[src/design/stl_pkg.sv]
// ----------------------------------------------------------------------------
// stl_pkg
// Shared constants, register indexes and region tables for the stress trend
// region ladder.
// ----------------------------------------------------------------------------
package stl_pkg;

  localparam int RING_DEPTH_DEF = 8;

  localparam int SAMPLE_W = 8;
  localparam int THR_W    = 8;
  localparam int BAND_W   = 9;
  localparam int REGION_W = 4;
  localparam int AVG_W    = 9;
  localparam int CFG_IDX_W = 2;
  localparam int CFG_DATA_W = 9;

  localparam logic [THR_W-1:0]         JUMP_THR_RST   = 8'd25;
  localparam logic signed [BAND_W-1:0] BAND_UPPER_RST = 9'sd5;
  localparam logic signed [BAND_W-1:0] BAND_LOWER_RST = -9'sd5;

  localparam logic [REGION_W-1:0] REGION_TOP    = 4'd9;
  localparam logic [REGION_W-1:0] REGION_BOTTOM = 4'd1;

  typedef enum logic [CFG_IDX_W-1:0] {
    CFG_JUMP_THR   = 2'd0,
    CFG_BAND_UPPER = 2'd1,
    CFG_BAND_LOWER = 2'd2
  } cfg_idx_t;

  function automatic logic [7:0] region_freq(input logic [REGION_W-1:0] region);
    logic [7:0] f;
    case (region)
      4'd1:    f = 8'd20;
      4'd2:    f = 8'd35;
      4'd3:    f = 8'd50;
      4'd4:    f = 8'd50;
      4'd5:    f = 8'd50;
      4'd6:    f = 8'd65;
      4'd7:    f = 8'd65;
      4'd8:    f = 8'd65;
      default: f = 8'd80;
    endcase
    return f;
  endfunction

  function automatic logic [7:0] region_amp(input logic [REGION_W-1:0] region);
    logic [7:0] a;
    case (region)
      4'd1:    a = 8'd10;
      4'd2:    a = 8'd10;
      4'd3:    a = 8'd10;
      4'd4:    a = 8'd20;
      4'd5:    a = 8'd30;
      4'd6:    a = 8'd30;
      4'd7:    a = 8'd40;
      4'd8:    a = 8'd50;
      default: a = 8'd50;
    endcase
    return a;
  endfunction

endpackage

[src/design/stl_ram.sv]
// ----------------------------------------------------------------------------
// stl_ram
// Generic single write port, single read port RAM with registered read data.
// ----------------------------------------------------------------------------
module stl_ram #(
  parameter int WIDTH = 8,
  parameter int DEPTH = 8
) (
  input  logic                     clk,
  input  logic                     we,
  input  logic [$clog2(DEPTH)-1:0] waddr,
  input  logic [WIDTH-1:0]         wdata,
  input  logic [$clog2(DEPTH)-1:0] raddr,
  output logic [WIDTH-1:0]         rdata
);

  logic [WIDTH-1:0] mem [DEPTH];
  logic [WIDTH-1:0] rdata_r;

  always_ff @(posedge clk) begin
    if (we) begin
      mem[waddr] <= wdata;
    end
    rdata_r <= mem[raddr];
  end

  assign rdata = rdata_r;

endmodule

[src/design/stl_div.sv]
// ----------------------------------------------------------------------------
// stl_div
// Iterative restoring divider, one quotient bit per cycle, unsigned operands.
// ----------------------------------------------------------------------------
module stl_div #(
  parameter int NUM_W = 11,
  parameter int DEN_W = 3
) (
  input  logic             clk,
  input  logic             rst_n,
  input  logic             start,
  input  logic [NUM_W-1:0] dividend,
  input  logic [DEN_W-1:0] divisor,
  output logic             done,
  output logic [NUM_W-1:0] quotient
);

  localparam int CW = $clog2(NUM_W);

  logic             busy_r, busy_nxt;
  logic             done_r, done_nxt;
  logic [CW-1:0]    cnt_r, cnt_nxt;
  logic [NUM_W-1:0] quo_r, quo_nxt;
  logic [DEN_W-1:0] rem_r, rem_nxt;
  logic [DEN_W-1:0] den_r, den_nxt;
  logic [DEN_W:0]   trial;

  always_comb begin
    busy_nxt = busy_r;
    done_nxt = 1'b0;
    cnt_nxt  = cnt_r;
    quo_nxt  = quo_r;
    rem_nxt  = rem_r;
    den_nxt  = den_r;
    trial    = {rem_r, quo_r[NUM_W-1]};
    if (start) begin
      busy_nxt = 1'b1;
      cnt_nxt  = '0;
      quo_nxt  = dividend;
      rem_nxt  = '0;
      den_nxt  = divisor;
    end else if (busy_r) begin
      // remainder stays below the divisor, so it fits back in DEN_W bits
      if (trial >= {1'b0, den_r}) begin
        rem_nxt = DEN_W'(trial - {1'b0, den_r});
        quo_nxt = {quo_r[NUM_W-2:0], 1'b1};
      end else begin
        rem_nxt = trial[DEN_W-1:0];
        quo_nxt = {quo_r[NUM_W-2:0], 1'b0};
      end
      cnt_nxt = cnt_r + 1'b1;
      if (cnt_r == CW'(NUM_W - 1)) begin
        busy_nxt = 1'b0;
        done_nxt = 1'b1;
      end
    end
  end

  always_ff @(posedge clk) begin
    if (!rst_n) begin
      busy_r <= 1'b0;
      done_r <= 1'b0;
      cnt_r  <= '0;
    end else begin
      busy_r <= busy_nxt;
      done_r <= done_nxt;
      cnt_r  <= cnt_nxt;
    end
    quo_r <= quo_nxt;
    rem_r <= rem_nxt;
    den_r <= den_nxt;
  end

  assign done     = done_r;
  assign quotient = quo_r;

endmodule

[src/design/stress_trend_region_ladder_top.sv]
// ----------------------------------------------------------------------------
// stress_trend_region_ladder_top
// Heart-rate trend tracker that walks a sample ring and moves a stress region.
// ----------------------------------------------------------------------------
// Input channel (in_valid / in_stall / in_heart_sample): one sample byte per
// transaction, written into the ring RAM at the wrapping write pointer.
// Result channel (out_valid / out_stall / out_*): at most one transaction per
// sample, holding region frequency, amplitude, region number, moved flag and
// the averaged change. Config channel (cfg_valid / cfg_ready / cfg_index /
// cfg_data) is always ready; unknown indexes are dropped.
// One sample at a time: after acceptance the ring RAM is read one entry per
// cycle, then the bit-serial divider averages the change and a decision
// state sets the region. A sample with no counted pair or a zero average
// returns to idle with no result. The result is registered at the decision,
// and the block then returns to idle and accepts the next sample; the work
// is set by the single RAM read port walk and the bit-serial divider.
// in_stall is high during that work.
// The output register holds a result while out_stall is high; the next sample
// is still accepted and processed, and waits only at its own decision.
// Reset empties the ring (per-entry valid bits), zeroes the pointer and sets
// the region to 9 and the registers to their defaults.
// ----------------------------------------------------------------------------
module stress_trend_region_ladder_top
  import stl_pkg::*;
#(
  parameter int RING_DEPTH = RING_DEPTH_DEF
) (
  input  logic                  clk,
  input  logic                  rst_n,
  input  logic                  in_valid,
  output logic                  in_stall,
  input  logic [SAMPLE_W-1:0]   in_heart_sample,
  output logic                  out_valid,
  input  logic                  out_stall,
  output logic [7:0]            out_freq,
  output logic [7:0]            out_amp,
  output logic [REGION_W-1:0]   out_region_now,
  output logic                  out_moved,
  output logic signed [AVG_W-1:0] out_avg_change,
  input  logic                  cfg_valid,
  output logic                  cfg_ready,
  input  logic [CFG_IDX_W-1:0]  cfg_index,
  input  logic [CFG_DATA_W-1:0] cfg_data
);

  localparam int AW    = $clog2(RING_DEPTH);
  localparam int IW    = $clog2(RING_DEPTH + 1);
  localparam int CNT_W = $clog2(RING_DEPTH);
  localparam int MAG_W = $clog2((RING_DEPTH - 1) * 255 + 1);
  localparam int SUM_W = MAG_W + 1;

  typedef enum logic [3:0] {
    ST_IDLE = 4'b0001,
    ST_WALK = 4'b0010,
    ST_DIV  = 4'b0100,
    ST_DONE = 4'b1000
  } state_t;

  state_t                  state_r, state_nxt;
  logic [RING_DEPTH-1:0]   valid_r, valid_nxt;
  logic [AW-1:0]           wp_r, wp_nxt;
  logic [REGION_W-1:0]     region_r, region_nxt;
  logic [IW-1:0]           idx_r, idx_nxt;
  logic                    rd_vld_r, rd_vld_nxt;
  logic [SAMPLE_W-1:0]     prev_r, prev_nxt;
  logic signed [SUM_W-1:0] sum_r, sum_nxt;
  logic [CNT_W-1:0]        count_r, count_nxt;
  logic                    neg_r, neg_nxt;
  logic signed [AVG_W-1:0] avg_r, avg_nxt;

  logic [THR_W-1:0]         jump_thr_r;
  logic signed [BAND_W-1:0] band_upper_r;
  logic signed [BAND_W-1:0] band_lower_r;

  logic                    out_valid_r, out_valid_nxt;
  logic [7:0]              out_freq_r, out_freq_nxt;
  logic [7:0]              out_amp_r, out_amp_nxt;
  logic [REGION_W-1:0]     out_region_r, out_region_nxt;
  logic                    out_moved_r, out_moved_nxt;
  logic signed [AVG_W-1:0] out_avg_r, out_avg_nxt;

  logic                    ram_we;
  logic [SAMPLE_W-1:0]     ram_rdata;
  logic [SAMPLE_W-1:0]     cur;
  logic signed [SAMPLE_W:0] diff;
  logic [SUM_W-1:0]        sum_abs;
  logic                    div_start;
  logic                    div_done;
  logic [MAG_W-1:0]        div_quo;
  logic [AVG_W-1:0]        avg_mag;
  logic                    do_jump;
  logic                    in_band;
  logic                    moved;

  stl_ram #(
    .WIDTH (SAMPLE_W),
    .DEPTH (RING_DEPTH)
  ) u_ring (
    .clk   (clk),
    .we    (ram_we),
    .waddr (wp_r),
    .wdata (in_heart_sample),
    .raddr (idx_r[AW-1:0]),
    .rdata (ram_rdata)
  );

  stl_div #(
    .NUM_W (MAG_W),
    .DEN_W (CNT_W)
  ) u_div (
    .clk      (clk),
    .rst_n    (rst_n),
    .start    (div_start),
    .dividend (sum_abs[MAG_W-1:0]),
    .divisor  (count_nxt),
    .done     (div_done),
    .quotient (div_quo)
  );

  assign in_stall  = (state_r != ST_IDLE);
  assign cfg_ready = 1'b1;

  // entries never written since the last clear read as empty
  assign cur  = ram_rdata & {SAMPLE_W{rd_vld_r}};
  assign diff = $signed({1'b0, cur}) - $signed({1'b0, prev_r});

  always_comb begin
    state_nxt      = state_r;
    valid_nxt      = valid_r;
    wp_nxt         = wp_r;
    region_nxt     = region_r;
    idx_nxt        = idx_r;
    rd_vld_nxt     = 1'b0;
    prev_nxt       = prev_r;
    sum_nxt        = sum_r;
    count_nxt      = count_r;
    neg_nxt        = neg_r;
    avg_nxt        = avg_r;
    out_valid_nxt  = out_valid_r & out_stall;
    out_freq_nxt   = out_freq_r;
    out_amp_nxt    = out_amp_r;
    out_region_nxt = out_region_r;
    out_moved_nxt  = out_moved_r;
    out_avg_nxt    = out_avg_r;
    ram_we         = 1'b0;
    div_start      = 1'b0;
    sum_abs        = '0;
    avg_mag        = {1'b0, div_quo[7:0]};
    do_jump        = ($signed({avg_r[AVG_W-1], avg_r}) >= $signed({2'b00, jump_thr_r}));
    in_band        = (avg_r > band_lower_r) && (avg_r < band_upper_r);
    moved          = do_jump || in_band;

    if (idx_r < IW'(RING_DEPTH)) begin
      rd_vld_nxt = valid_r[idx_r[AW-1:0]];
    end

    case (state_r)
      ST_IDLE: begin
        if (in_valid) begin
          ram_we          = 1'b1;
          valid_nxt[wp_r] = 1'b1;
          wp_nxt    = (wp_r == AW'(RING_DEPTH - 1)) ? '0 : wp_r + 1'b1;
          idx_nxt   = '0;
          prev_nxt  = '0;
          sum_nxt   = '0;
          count_nxt = '0;
          state_nxt = ST_WALK;
        end
      end
      ST_WALK: begin
        idx_nxt = idx_r + 1'b1;
        if (idx_r != '0) begin
          prev_nxt = cur;
          // pairs are array-adjacent, no wrap from last entry to first
          if (idx_r >= IW'(2) && cur != '0 && prev_r != '0) begin
            sum_nxt   = sum_r + SUM_W'(diff);
            count_nxt = count_r + 1'b1;
          end
        end
        sum_abs = sum_nxt[SUM_W-1] ? -sum_nxt : sum_nxt;
        neg_nxt = sum_nxt[SUM_W-1];
        if (idx_r == IW'(RING_DEPTH)) begin
          if (count_nxt == '0) begin
            state_nxt = ST_IDLE;
          end else begin
            div_start = 1'b1;
            state_nxt = ST_DIV;
          end
        end
      end
      ST_DIV: begin
        if (div_done) begin
          avg_nxt = neg_r ? -avg_mag : avg_mag;
          if (div_quo == '0) begin
            state_nxt = ST_IDLE;
          end else begin
            state_nxt = ST_DONE;
          end
        end
      end
      ST_DONE: begin
        if (!out_valid_r || !out_stall) begin
          if (do_jump) begin
            region_nxt = REGION_TOP;
          end else if (in_band && region_r > REGION_BOTTOM) begin
            region_nxt = region_r - 1'b1;
          end
          if (moved) begin
            valid_nxt = '0;
          end
          out_valid_nxt  = 1'b1;
          out_freq_nxt   = region_freq(region_nxt);
          out_amp_nxt    = region_amp(region_nxt);
          out_region_nxt = region_nxt;
          out_moved_nxt  = moved;
          out_avg_nxt    = avg_r;
          state_nxt      = ST_IDLE;
        end
      end
      default: begin
        state_nxt = ST_IDLE;
      end
    endcase
  end

  always_ff @(posedge clk) begin
    if (!rst_n) begin
      state_r      <= ST_IDLE;
      valid_r      <= '0;
      wp_r         <= '0;
      region_r     <= REGION_TOP;
      idx_r        <= '0;
      rd_vld_r     <= 1'b0;
      out_valid_r  <= 1'b0;
      jump_thr_r   <= JUMP_THR_RST;
      band_upper_r <= BAND_UPPER_RST;
      band_lower_r <= BAND_LOWER_RST;
    end else begin
      state_r     <= state_nxt;
      valid_r     <= valid_nxt;
      wp_r        <= wp_nxt;
      region_r    <= region_nxt;
      idx_r       <= idx_nxt;
      rd_vld_r    <= rd_vld_nxt;
      out_valid_r <= out_valid_nxt;
      if (cfg_valid) begin
        case (cfg_index)
          CFG_JUMP_THR:   jump_thr_r   <= cfg_data[THR_W-1:0];
          CFG_BAND_UPPER: band_upper_r <= $signed(cfg_data);
          CFG_BAND_LOWER: band_lower_r <= $signed(cfg_data);
          default: ;
        endcase
      end
    end
    prev_r       <= prev_nxt;
    sum_r        <= sum_nxt;
    count_r      <= count_nxt;
    neg_r        <= neg_nxt;
    avg_r        <= avg_nxt;
    out_freq_r   <= out_freq_nxt;
    out_amp_r    <= out_amp_nxt;
    out_region_r <= out_region_nxt;
    out_moved_r  <= out_moved_nxt;
    out_avg_r    <= out_avg_nxt;
  end

  assign out_valid      = out_valid_r;
  assign out_freq       = out_freq_r;
  assign out_amp        = out_amp_r;
  assign out_region_now = out_region_r;
  assign out_moved      = out_moved_r;
  assign out_avg_change = out_avg_r;

endmodule
[config.mk]
export PLATFORM = sky130hd
export DESIGN_NAME = stress_trend_region_ladder_top
export DESIGN_NICKNAME = d
export VERILOG_FILES = /design/src/design/stl_pkg.sv /design/src/design/stl_ram.sv /design/src/design/stl_div.sv /design/src/design/stress_trend_region_ladder_top.sv
export SDC_FILE = /design/constraint.sdc
export NUM_CORES = 1
export LEC_CHECK = 0
export ABC_AREA = 1
export BUFFER_PORTS_ARGS = -buffer_cell sky130_fd_sc_hd__buf_2
export CORE_AREA = 3 3 162 180
export CTS_CLUSTER_SIZE = 40
export DETAILED_ROUTE_END_ITERATION = 10
export DIE_AREA = 0 0 165 183
export PLACE_DENSITY_LB_ADDON = 0.2
export SKIP_LAST_GASP = 1
export SLEW_MARGIN = 20
export SYNTH_ARGS = -nofsm -noshare
export SYNTH_HDL_FRONTEND = slang
export SYNTH_SLANG_ARGS = --single-unit
[constraint.sdc]
create_clock -name clk -period 4.3 [get_ports clk]
set_input_delay 0.645 -clock clk [delete_from_list [all_inputs] [get_ports clk]]
set_output_delay 0.645 -clock clk [all_outputs]
set_load 0.1 [all_outputs]
=== Yosys cells after proc, flatten, opt, wreduce, memory -nomap -nowiden ===
Memories as Yosys holds them, arrays and structs flattened. A register that Yosys moved wholly into a read port is not among the register bits.
Cells that the tools add are included.

* RAM bits: 64
* Input port bits: 24
* Memory bits (read-only): 176
* Memories kept: 3
* Register bits: 137

{| class="wikitable"
|+ Memory list
! memory !! depth !! width !! read ports !! clocked after Yosys merged registers in !! write ports !! line !! text
|-
| (no name shown) || 16 || 6 || 1 || 1 || 0 || stl_pkg.sv:33 || <nowiki>case (region)</nowiki>
|-
| (no name shown) || 16 || 5 || 1 || 1 || 0 || stl_pkg.sv:49 || <nowiki>case (region)</nowiki>
|-
| u_ring.mem || 8 || 8 || 1 || 1 || 1 || stl_ram.sv:17 || <nowiki>logic [WIDTH-1:0] mem [DEPTH];</nowiki>
|}

* Multiplexer cells: 55
* Reductions and logical operators: 31
* Magnitude comparators: 10
* Equality and inequality tests: 16
* $add $sub $neg: 10
* Bitwise operators: 5

{| class="wikitable"
|+ Operator list
! operator !! count
|-
| $mux 12 || 4
|-
| $mux 8 || 6
|-
| $mux 11 || 4
|-
| $mux 4 || 10
|-
| $pmux 8 s2 || 2
|-
| $pmux 12 s2 || 1
|-
| $mux 3 || 7
|-
| $mux 1 || 16
|-
| $pmux 4 s4 || 1
|-
| $reduce_and 2->1 || 8
|-
| $reduce_bool 8->1 || 2
|-
| $add 12x9->12 || 1
|-
| $eq 4x4->1 const B || 3
|-
| $logic_not 11->1 || 1
|-
| $neg 11->11 || 1
|-
| $ne 2x2->1 const B || 5
|-
| $ge 9x9->1 || 1
|-
| $gt 9x9->1 || 1
|-
| $lt 9x9->1 || 1
|-
| $neg 8->9 || 1
|-
| $sub 8x8->9 || 1
|-
| $add 4x1->4 const B || 2
|-
| $and 8x8->8 || 1
|-
| $lt 3x4->1 const B || 2
|-
| 34 further kinds || 45
|}

=== Longest topological paths before layout ===
Gate-level depths: netlist (run 1).

* Depth after elaboration: 12
* Mapped depth: 27
* Mapped depth without buffers: 26

=== Modules after synthesis ===
Synthesis (run 1) repeated with hierarchy kept, for this count alone.

* Cells, all modules: 1303
* Area, all modules: 11109.4 sq um

{| class="wikitable"
|+ Modules (own cells, without submodules)
! module !! area an instance (sq um) !! sequential area each (sq um) !! cells each !! instances
|-
| stress_trend_region_ladder_top || 6975.4 || 2702.6 || 884 || 1
|-
| stl_ram || 3050.4 || 2082.0 || 303 || 1
|-
| stl_div || 1083.5 || 600.6 || 116 || 1
|}

=== Worst setup path after synthesis (run 1) ===
Ideal clock, no wire load.

* Path type: register to register
* Start point: reg rd_vld_r
* End point: reg u_div.quo_r[5], in the netlist u_div.quotient[5], data pin
* Buffers on the path: 2
* Slack: 1069 ps
* Required time: 4045 ps
* Arrival: 2976 ps
* Setup time: 255 ps
* Cell stages (with the launch flop): 25
* Clock period less this slack: 3231 ps
* Path through: dfxtp_1 buf_6 nand2_1 inv_1 ha_1 nand3_1 nand2_1 a21oi_1 o21ai_0 xor2_1 inv_1 ha_1 nand2_1 inv_1 a21oi_1 nand2_1 nand2_1 nand2_1 nand2_1 nand4_1 nand2_4 buf_6 nand3b_1 nand2_1 a21oi_2

* Cells in the longest elaborated chain, start to end: 12
* Elaborated cells on any way between the ends: 20

{| class="wikitable"
|+ Ends and longest elaborated chain
! element !! line !! text
|-
| start: declaration || stress_trend_region_ladder_top.sv:64 || <nowiki>logic rd_vld_r, rd_vld_nxt;</nowiki>
|-
| start signal: assignment || stress_trend_region_ladder_top.sv:244 || <nowiki>rd_vld_r <= rd_vld_nxt;</nowiki>
|-
| $and 8x8->8 * || stress_trend_region_ladder_top.sv:124 || <nowiki>assign cur = ram_rdata & {SAMPLE_W{rd_vld_r}};</nowiki>
|-
| via cur[2] || stress_trend_region_ladder_top.sv:84 || <nowiki>logic [SAMPLE_W-1:0] cur;</nowiki>
|-
| branches (longest 10 deep; another with $add 12x9->12) || - ||
|-
| $mux 11 * || stl_div.sv:36 || <nowiki>if (start) begin</nowiki>
|-
| via u_div.quo_nxt[5] || stl_div.sv:23 || <nowiki>logic [NUM_W-1:0] quo_r, quo_nxt;</nowiki>
|-
| end signal: assignment || stl_div.sv:69 || <nowiki>quo_r <= quo_nxt;</nowiki>
|-
| end: declaration || stl_div.sv:23 ||
|}

Mark *: on every way through the listed nets, which the timed path passes. The select of a mux whose other input is x is not followed.
A chain may end at the register's enable or synchronous reset.

=== Final worst setup path (run 1) ===
* Start point: reg rd_vld_r
* End point: reg u_div.quo_r[6], in the netlist u_div.quotient[6], data pin

Same word-level chain as after synthesis.

==> flow_summary.ini, run 1 <==
[synthesis]
syn_area_um2 = 10700
synth_seq_cells = 203
async_flop_share_pct = 0
synth_flop_cell = edfxtp_1
avgSynthCellArea_um2 = 8.92
postSynthCellCount = 1200
synth_cell_type_count = 46
yosys_warnings = 0
ys_seq_area_share_pct = 50.3
synth_edf_count = 132

[cells_and_area]
instances_no_fill = 1633
nNetsFinal = 1346
utilization_pct = 43.7
diodes = 0
final_cell_mix = nand2_1 (219), inv_1 (149), nor2_1 (135)
design_area_um2 = 12100
synthToLayoutAreaGrowth_pct = 12.8
layout_commonest_cell = nand2_1
drive_above_1_share_pct = 12.6

[die]
die_h_um = 183
initial_core_util_pct = 38.7
std_cell_rows = 64
die_width_um = 165
io_pins = 57
die_area_um2 = 30200
core_area_um2 = 27600

[timing]
slew_headroom_pct = 32.4
fmax_ghz = 0.278
hold_viol = 0
worstMarginPinSlew_ns = 1.01
slew_viol_final = 0
rsz0062_at_grt = no
final.setup.tns_ns = 0
worst_slack_ns = 0.706
timing.final.crit_period_ns = 3.59
period_share_pct = 83.6
timing.hold.ws_ns = 0.351
skew_ns = 0.0291
finalSetupViolCount = 0

[clock_network]
cts_made_buffers = 23
clock_latency_ns = 0.53
cts_num_sinks = 203
root_buffer = clkbuf_16
h-tree-depth = 1
clock_path_buffers = 3
post_cts_buffers = 0
clkTransAtPathRegs_ns = 0.06
hold_buffers = 0
cts_tree = yes
cts.repair.resized = 0

[detailed_routing]
wl_um = 22900
drtAntennaViolNets = 0
vias = 7871
vias_per_cell = 4.82
post-route-drc-count = 0
routedWlPerCell_um = 14.0
detail_route.iter0.violations = 425
dr.pass1.iters = 4

[min_path]
hold_path_class = input pin to flop
hp-start = cfg_data[8]
hold_depth = 3
whs_endpoint = band_lower_r[8]

[pwr]
clock_power_share_pct = 36.0
p_leak_nw = 5.20
p_total_mw = 5.44
ir_worst_vdd_uv = 356
internal_power_mw = 3.74
swShare_pct = 31.3
p_comb_share_pct = 22.2
power_density_nw_per_um2 = 451
power_switching_mw = 1.70
p_seq_share_pct = 41.8

[placement]
placed_cell_area_um2 = 11300
numPortBuffers = 50
dp_cells = 1591
dp_hpwl_um = 15900
dp_slack_ns = 0.709
place_congestion = 0.815

[critical_path]
cp-start-kind = flop
crit_buf_inv = 1
required_ns = 4.55
critPathMaxFanout = 18
cp_cell_sequence = nand2_1 -> inv_1 -> ha_1 -> a21oi_1 -> nand2_1 -> a21oi_1 -> o21ai_0 -> nand2_1 -> nand2_1 -> a21oi_1 -> xnor2_1 -> ha_1 -> nand2_1 -> nor3_1 -> nand2_1 -> nand3_1 -> nand4_1 -> nand2_4 -> nand2_1 -> xor2_1 -> a21oi_2
slowest_stage = dfxtp_1
arrival_ns = 3.85
r2r_slack_ns = 0.71
r2r_start = rd_vld_r
crit_family = simple AND/OR/NAND/NOR gates
critical_path.endpoint_type = flop
worstReg2RegEnd = u_div.quotient[6]
path_common_cell = nand2_1
cp_num_cells = 21
worstRegToRegCells = 21
critPathKind = flop to flop
critPathMaxStageDelay_ns = 0.51

[global_routing]
antenna_found_initial = 0
grt_max_degree = 41
grt.total_usage_pct = 15.3
grt_pass1_wl_um = 37900
grt_pass1_vias = 7698
gr-total-overflow = 0

[outcome]
status = complete, no violations

[run]
cap_violations = 0
synthesized netlist by cell type (2+ instances only):
master,n,area (µm²)
nand2_4,6,67.6
buf_6,5,56.3
nor2_2,6,37.5
nand2_1,219,822
ha_1,66,826
o211ai_1,12,90.1
edfxtp_1,132,3960
nor2_4,4,45.0
dfxtp_1,71,1420
xnor2_1,6,52.6
a21oi_1,57,285
nor2_1,135,507
nor4_1,11,68.8
inv_2,7,26.3
xor2_1,16,140
conb_1,2,7.51
nand3b_1,12,90.1
a21o_1,2,15.0
o22ai_1,12,75.1
clkinv_1,7,26.3
o21ai_1,5,25.0
o21ai_0,75,375
o21ai_2,2,17.5
nand2_2,18,113
clkbuf_1,25,93.8
buf_4,7,52.6
a21oi_2,8,70.1
inv_1,150,563
buf_1,2,7.51
nand3_1,55,275
a31oi_1,11,68.8
fa_1,3,60.1
a211oi_1,2,15.0
nand4_1,14,87.6
nor3_1,22,110
o21a_1,3,22.5
worst max-delay path by stage:
stage                     startpoint  slack (ns)                end
final                       rd_vld_r        0.71  u_div.quotient[6]
after global routing        rd_vld_r        0.28  u_div.quotient[9]
after CTS                   rd_vld_r        0.70  u_div.quotient[6]
after detailed placement    rd_vld_r        0.71  u_div.quotient[6]
after global placement      rd_vld_r        0.79  u_div.quotient[6]
after floorplan             rd_vld_r        1.07  u_div.quotient[5]
metal layers:
metal  track usage (%)  up-vias  wire length, µm
met2              27.6      112            11400
met4              4.19        0              488
met3              2.51       29              884
li1                  -     4106                -
met5                 0        -                0
met1              18.7     3624            10100
final cells by class:
class / count / area, µm²
fill: 2730 / 15600
sequential: 203 / 5390
multi-input combinational: 796 / 4490
clock buffer: 32 / 664
inverter: 165 / 622
tap: 363 / 454
timing repair buffer: 64 / 355
clock inverter: 10 / 96.3
power groups by stage:
stage | sequential [mW] | combinational, mW | clock, mW
6_report | 2.27 | 1.21 | 1.96
5_1_grt | 2.28 | 1.39 | 2.09
4_1_cts | 2.27 | 1.22 | 2.00
3_5_place_dp | 2.31 | 1.22 | 0
3_3_place_gp | 2.31 | 1.21 | 0
2_1_floorplan | 2.33 | 0.933 | 0
worst register-to-register path, stage by stage (launching register included):
cell     delay (ns)
dfxtp_1        0.51
nand2_1        0.16
inv_1          0.08
ha_1           0.27
a21oi_1        0.14
nand2_1        0.09
a21oi_1        0.13
o21ai_0        0.13
nand2_1        0.08
nand2_1        0.04
a21oi_1        0.15
xnor2_1        0.09
ha_1           0.35
nand2_1        0.11
nor3_1         0.15
nand2_1        0.09
nand3_1        0.11
nand4_1        0.14
nand2_4        0.21
nand2_1        0.09
xor2_1         0.16
a21oi_2        0.06
cell families (layout without fill, tap and decap cells):
family	count (synthesis)	count (layout)	share of synthesized area [%]
compound gates	192	192	10.2
flops	203	203	50.3
other cells	2	6	0.0702
buf+inv	205	271	7.96
xor+xnor	23	23	1.95
simple gates	506	506	21.2
fa+ha+maj	69	69	8.28
state kept, by name, indices dropped and copies added, names as in the netlist, 9 cells and up:
signal,cells
band_upper_r,9
u_div.quotient,11
u_ring.mem,64
sum_r,12
avg_r,9
band_lower_r,9
out_avg_change,9
Power figures use the tool's default switching activity.
==> run 2, diff against run 1 <==
==> constraint.sdc (replaced) <==
create_clock -name clk -period 3.19 [get_ports clk]
set_input_delay 0.4785 -clock clk [delete_from_list [all_inputs] [get_ports clk]]
set_output_delay 0.4785 -clock clk [all_outputs]
set_load 0.1 [all_outputs]
==> flow_summary.ini, run 2 (synthesis gave the netlist of run 1 again) <==
[outcome]
status = finished, violations left
failed_checks = setup timing

[run]
cap_violations = 0

[cells_and_area]
diodes = 0
layout_commonest_cell = nand2_1
drive_above_1_share_pct = 21.5
nNetsFinal = 1414
synthToLayoutAreaGrowth_pct = 20.4
largest_reg_flops = 64
design_area_um2 = 12900
final_cell_mix = nand2_1 (197), inv_1 (140), nor2_1 (133)
top_register = u_ring.mem

[timing]
slew_viol_final = 0
worstMarginPinSlew_ns = 0.628
slew_headroom_pct = 57.8
rsz0062_at_grt = yes
skew_ns = 0.00851
period_share_pct = 103
finalSetupViolCount = 8
hold_viol = 0
fmax_ghz = 0.306
timing.final.crit_period_ns = 3.27
worst_slack_ns = -0.0800

[global_routing]
grt_max_degree = 41
gr-total-overflow = 0
grt_pass1_vias = 7972
grt.total_usage_pct = 15.8
grt_pass1_wl_um = 39200
antenna_found_initial = 0

[clock_network]
cts_tree = yes
cts_num_sinks = 203
clock_latency_ns = 0.51
clock_path_buffers = 3
root_buffer = clkbuf_16
clkTransAtPathRegs_ns = 0.06
cts_made_buffers = 24
h-tree-depth = 1

[die]
std_cell_rows = 64
die_h_um = 183
io_pins = 57
die_width_um = 165
die_area_um2 = 30200
core_area_um2 = 27600
initial_core_util_pct = 38.7

[placement]
dp_hpwl_um = 16400
placed_cell_area_um2 = 11700
dp_slack_ns = -0.240
numPortBuffers = 50
place_congestion = 0.794

[critical_path]
r2r_slack_ns = -0.08
cp-start-kind = flop
critical_path.endpoint_type = flop
required_ns = 3.44
critPathMaxFanout = 5
critPathKind = flop to flop
arrival_ns = 3.52

[pwr]
power_density_nw_per_um2 = 613
p_leak_nw = 5.56
ir_worst_vdd_uv = 419

[detailed_routing]
wl_um = 23900
dr.pass1.iters = 5
drtAntennaViolNets = 0
vias = 8155
detail_route.iter0.violations = 361
vias_per_cell = 4.79
routedWlPerCell_um = 14.0
post-route-drc-count = 0

[min_path]
hold_path_class = input pin to flop
run 2: cell types whose count changed in the layout (fill, tap and decap cells not counted), sizes merged:
cell      delta
clkbuf       +3
clkinv       +1
buf         +64
inv          +1
clkinvlp     -3
nand2        +3
run 2: what timing repair did:
item / in CTS / in global routing
pin swaps: 20 / 32
resized for setup: 28 / 44
endpoints found under the setup margin: 14 / 18
endpoints found under the hold margin: 0 / 0
cloned: 3 / 0
buffers inserted: 4 / 7
hold buffers: 0 / 0
run 2: area by class of cell:
type,count,area (µm²)
clock buffers,35,723
clock inverters,9,75.1
fillers,2664,14700
inverters,165,627
multi-input cells,799,4780
flip-flops and latches,203,5390
well taps,363,454
repair buffers,128,840
run 2: metrics by stage:
stage,TNS (ns),hold slack [ns],std cells,utilization [%],power [mW]
after floorplan,0,0.426,1204,-,4.41
after global placement,-0.657,0.434,1644,42.4,4.98
after detailed placement,-2.00,0.442,1644,42.4,5.00
after CTS,-0.245,0.189,1695,45.9,7.85
after global routing,-2.81,0.198,1702,46.6,8.35
final,-0.163,0.206,1702,46.6,7.91
run 2: worst paths after layout:
kind / startpoint / to / cells past startpoint
worst max-delay path: rd_vld_r / u_div.quotient[6] / 23
worst min register to register: band_upper_r[1] / band_upper_r[1] / 2
worst min-delay path: cfg_data[8] / band_lower_r[8] / 3
worst max register to register: rd_vld_r / u_div.quotient[6] / 23
run 2: layer usage:
| layer | vias up | global-route usage (%) | share of wire, % |
|---|---|---|---|
| met4 | 0 | 3.42 | 1.8 |
| li1 | 4264 | - | - |
| met1 | 3758 | 19.3 | 44 |
| met3 | 30 | 2.10 | 2.7 |
| met2 | 103 | 29.4 | 52 |
| met5 | - | 0 | 0 |
run 2: power breakdown:
group | total [mW] | switching [mW] | internal, mW
combinational | 2.11 | 1.29 | 0.827
clock | 2.73 | 1.07 | 1.66
sequential | 3.07 | 0.0951 | 2.97
run 2: critical path, stage by stage, from the launching register on:
cell and delay (ns):
dfxtp_4 0.36, nand2_4 0.07, ha_4 0.14, inv_4 0.03, fa_2 0.34, nand3_2 0.09
nand2_2 0.07, nand2_2 0.07, a31oi_2 0.09, xor2_1 0.15, ha_1 0.34, nand2_2 0.11
inv_2 0.05, a21oi_4 0.16, nand2_2 0.08, nand2_2 0.08, nand2_2 0.05, nand2_2 0.08
nand4_1 0.10, buf_6 0.17, nand2_8 0.09, nand2_2 0.06, xor2_1 0.17, a21oi_2 0.06
==> run 3, diff against run 2 <==
--- a/config.mk
+++ b/config.mk
@@ -12,6 +12,7 @@
 export DETAILED_ROUTE_END_ITERATION = 10
 export DIE_AREA = 0 0 165 183
 export PLACE_DENSITY_LB_ADDON = 0.2
+export SKIP_CTS_REPAIR_TIMING = 1
 export SKIP_LAST_GASP = 1
 export SLEW_MARGIN = 20
 export SYNTH_ARGS = -nofsm -noshare
==> constraint.sdc (replaced) <==
create_clock -name clk -period 3.19 [get_ports clk]
set_input_delay 0.638 -clock clk [delete_from_list [all_inputs] [get_ports clk]]
set_output_delay 0.638 -clock clk [all_outputs]
set_load 0.1 [all_outputs]
==> flow_summary.ini, run 3 (synthesis gave the netlist of run 1 again) <==
[critical_path]
cp-start-kind = flop
critical_path.endpoint_type = flop
critPathMaxFanout = 5
crit_family = simple AND/OR/NAND/NOR gates
cp_cell_sequence = nand2_4 -> ha_4 -> inv_2 -> fa_2 -> nand3_2 -> nand2_2 -> nand2_2 -> a31oi_2 -> xor2_1 -> ha_1 -> nand2_2 -> inv_1 -> a21oi_2 -> nand2_1 -> nand2_2 -> nand2_2 -> nand2_2 -> nand4_1 -> buf_6 -> nand2_8 -> nand2_2 -> xor2_1 -> a21oi_2
path_common_cell = nand2_2
cp_num_cells = 23
crit_buf_inv = 3
critPathMaxStageDelay_ns = 0.36
worstRegToRegCells = 23
arrival_ns = 3.51
required_ns = 3.44
critPathKind = flop to flop
slowest_stage = dfxtp_4

[cells_and_area]
drive_above_1_share_pct = 20.7
final_cell_mix = nand2_1 (203), inv_1 (141), nor2_1 (134)
num-fill-cells = 2626
synthToLayoutAreaGrowth_pct = 19.8
largest_reg_flops = 64
instances_no_fill = 1701
layout_commonest_cell = nand2_1
diodes = 0
nNetsFinal = 1413
top_register = u_ring.mem

[global_routing]
grt.total_usage_pct = 15.4
met2_usage_pct = 28.0
gr-usage-met3_pct = 2.48
antenna_found_initial = 0
gr-total-overflow = 0
grt_pass1_wl_um = 38000
grt_max_degree = 41
grt_pass1_vias = 7749
grt_use_met1_pct = 18.8
grt_most_used_layer = met2

[timing]
slew_headroom_pct = 58.6
worst_slack_ns = -0.0687
period_share_pct = 102
skew_ns = 0.0222
rsz0062_at_grt = yes
fmax_ghz = 0.307
worstMarginPinSlew_ns = 0.619
finalSetupViolCount = 10
timing.hold.ws_ns = 0.353
hold_viol = 0
final.setup.tns_ns = -0.350
slew_viol_final = 0
timing.final.crit_period_ns = 3.26

[detailed_routing]
detail_route.iter0.violations = 396
post-route-drc-count = 0
drtAntennaViolNets = 0
wl_um = 23500
vias = 8145
vias_per_cell = 4.79
dr.pass1.iters = 5
routedWlPerCell_um = 13.8

[pwr]
p_total_mw = 7.85
power_density_nw_per_um2 = 612
ir_worst_vdd_uv = 420
p_leak_nw = 5.57

[placement]
dp_slack_ns = -0.200
numPortBuffers = 50
dp_hpwl_um = 16300
place_congestion = 0.789
dp_cells = 1644

[clock_network]
h-tree-depth = 1
clkTransAtPathRegs_ns = 0.06
cts_made_buffers = 24
root_buffer = clkbuf_16
clock_path_buffers = 3
cts_num_sinks = 203
cts_tree = yes
clock_latency_ns = 0.52

[run]
cap_violations = 0

[min_path]
hold_path_class = input pin to flop
hold_depth = 3

[die]
die_area_um2 = 30200
core_area_um2 = 27600
die_h_um = 183
io_pins = 57
initial_core_util_pct = 38.7
std_cell_rows = 64
die_width_um = 165

[outcome]
failed_checks = setup timing
status = finished, violations left
==> run 3: cell count changes in the layout (fill, tap and decap cells not counted), sizes merged <==
cell    delta
bufinv     +1
clkbuf     -1
clkinv     +1
inv        -1
nand2      -1
==> run 3: final cells by class <==
type	instances	area (µm²)	area share, %
clock buffers	34	679	5.30
inverters	165	622	4.85
repair buffers	128	840	6.55
well taps	363	454	3.54
flip-flops and latches	203	5390	42.0
multi-input cells	798	4710	36.8
clock inverters	10	119	0.927
==> run 3: power breakdown <==
part	internal, mW	total [mW]	switching, mW
Combinational	0.810	2.06	1.25
Clock	1.65	2.72	1.07
Sequential	2.97	3.07	0.0951
==> run 3: final timing paths <==
| kind | from | endpoint | slack (ns) |
|---|---|---|---|
| max | rd_vld_r | u_div.quotient[6] | -0.07 |
| max reg2reg | rd_vld_r | u_div.quotient[6] | -0.07 |
| min reg2reg | band_upper_r[8] | band_upper_r[8] | 0.46 |
| min | cfg_data[8] | band_lower_r[8] | 0.35 |
==> run 3: tightest hold or removal path, delay by kind of cell <==
kind / cells / cell delay, ns
AND/OR/NAND/NOR: 1 / 0.05
AO/OA/AOI/OAI: 1 / 0.07
buffers and inverters: 1 / 0.09
==> run 3: stage by stage <==
stage / utilization, % / area [µm²]
6_report: 46.4 / 12800
2_1_floorplan: - / 10700
5_1_grt: 46.4 / 12800
3_3_place_gp: 42.4 / 11700
3_5_place_dp: 42.4 / 11700
4_1_cts: 45.3 / 12500
==> run 3: routing by layer <==
| layer | vias up | share of wire [%] |
|---|---|---|
| li1 | 4245 | - |
| met1 | 3759 | 43 |
| met2 | 114 | 52 |
| met3 | 27 | 3.2 |
| met4 | 0 | 1.6 |
| met5 | - | 0 |
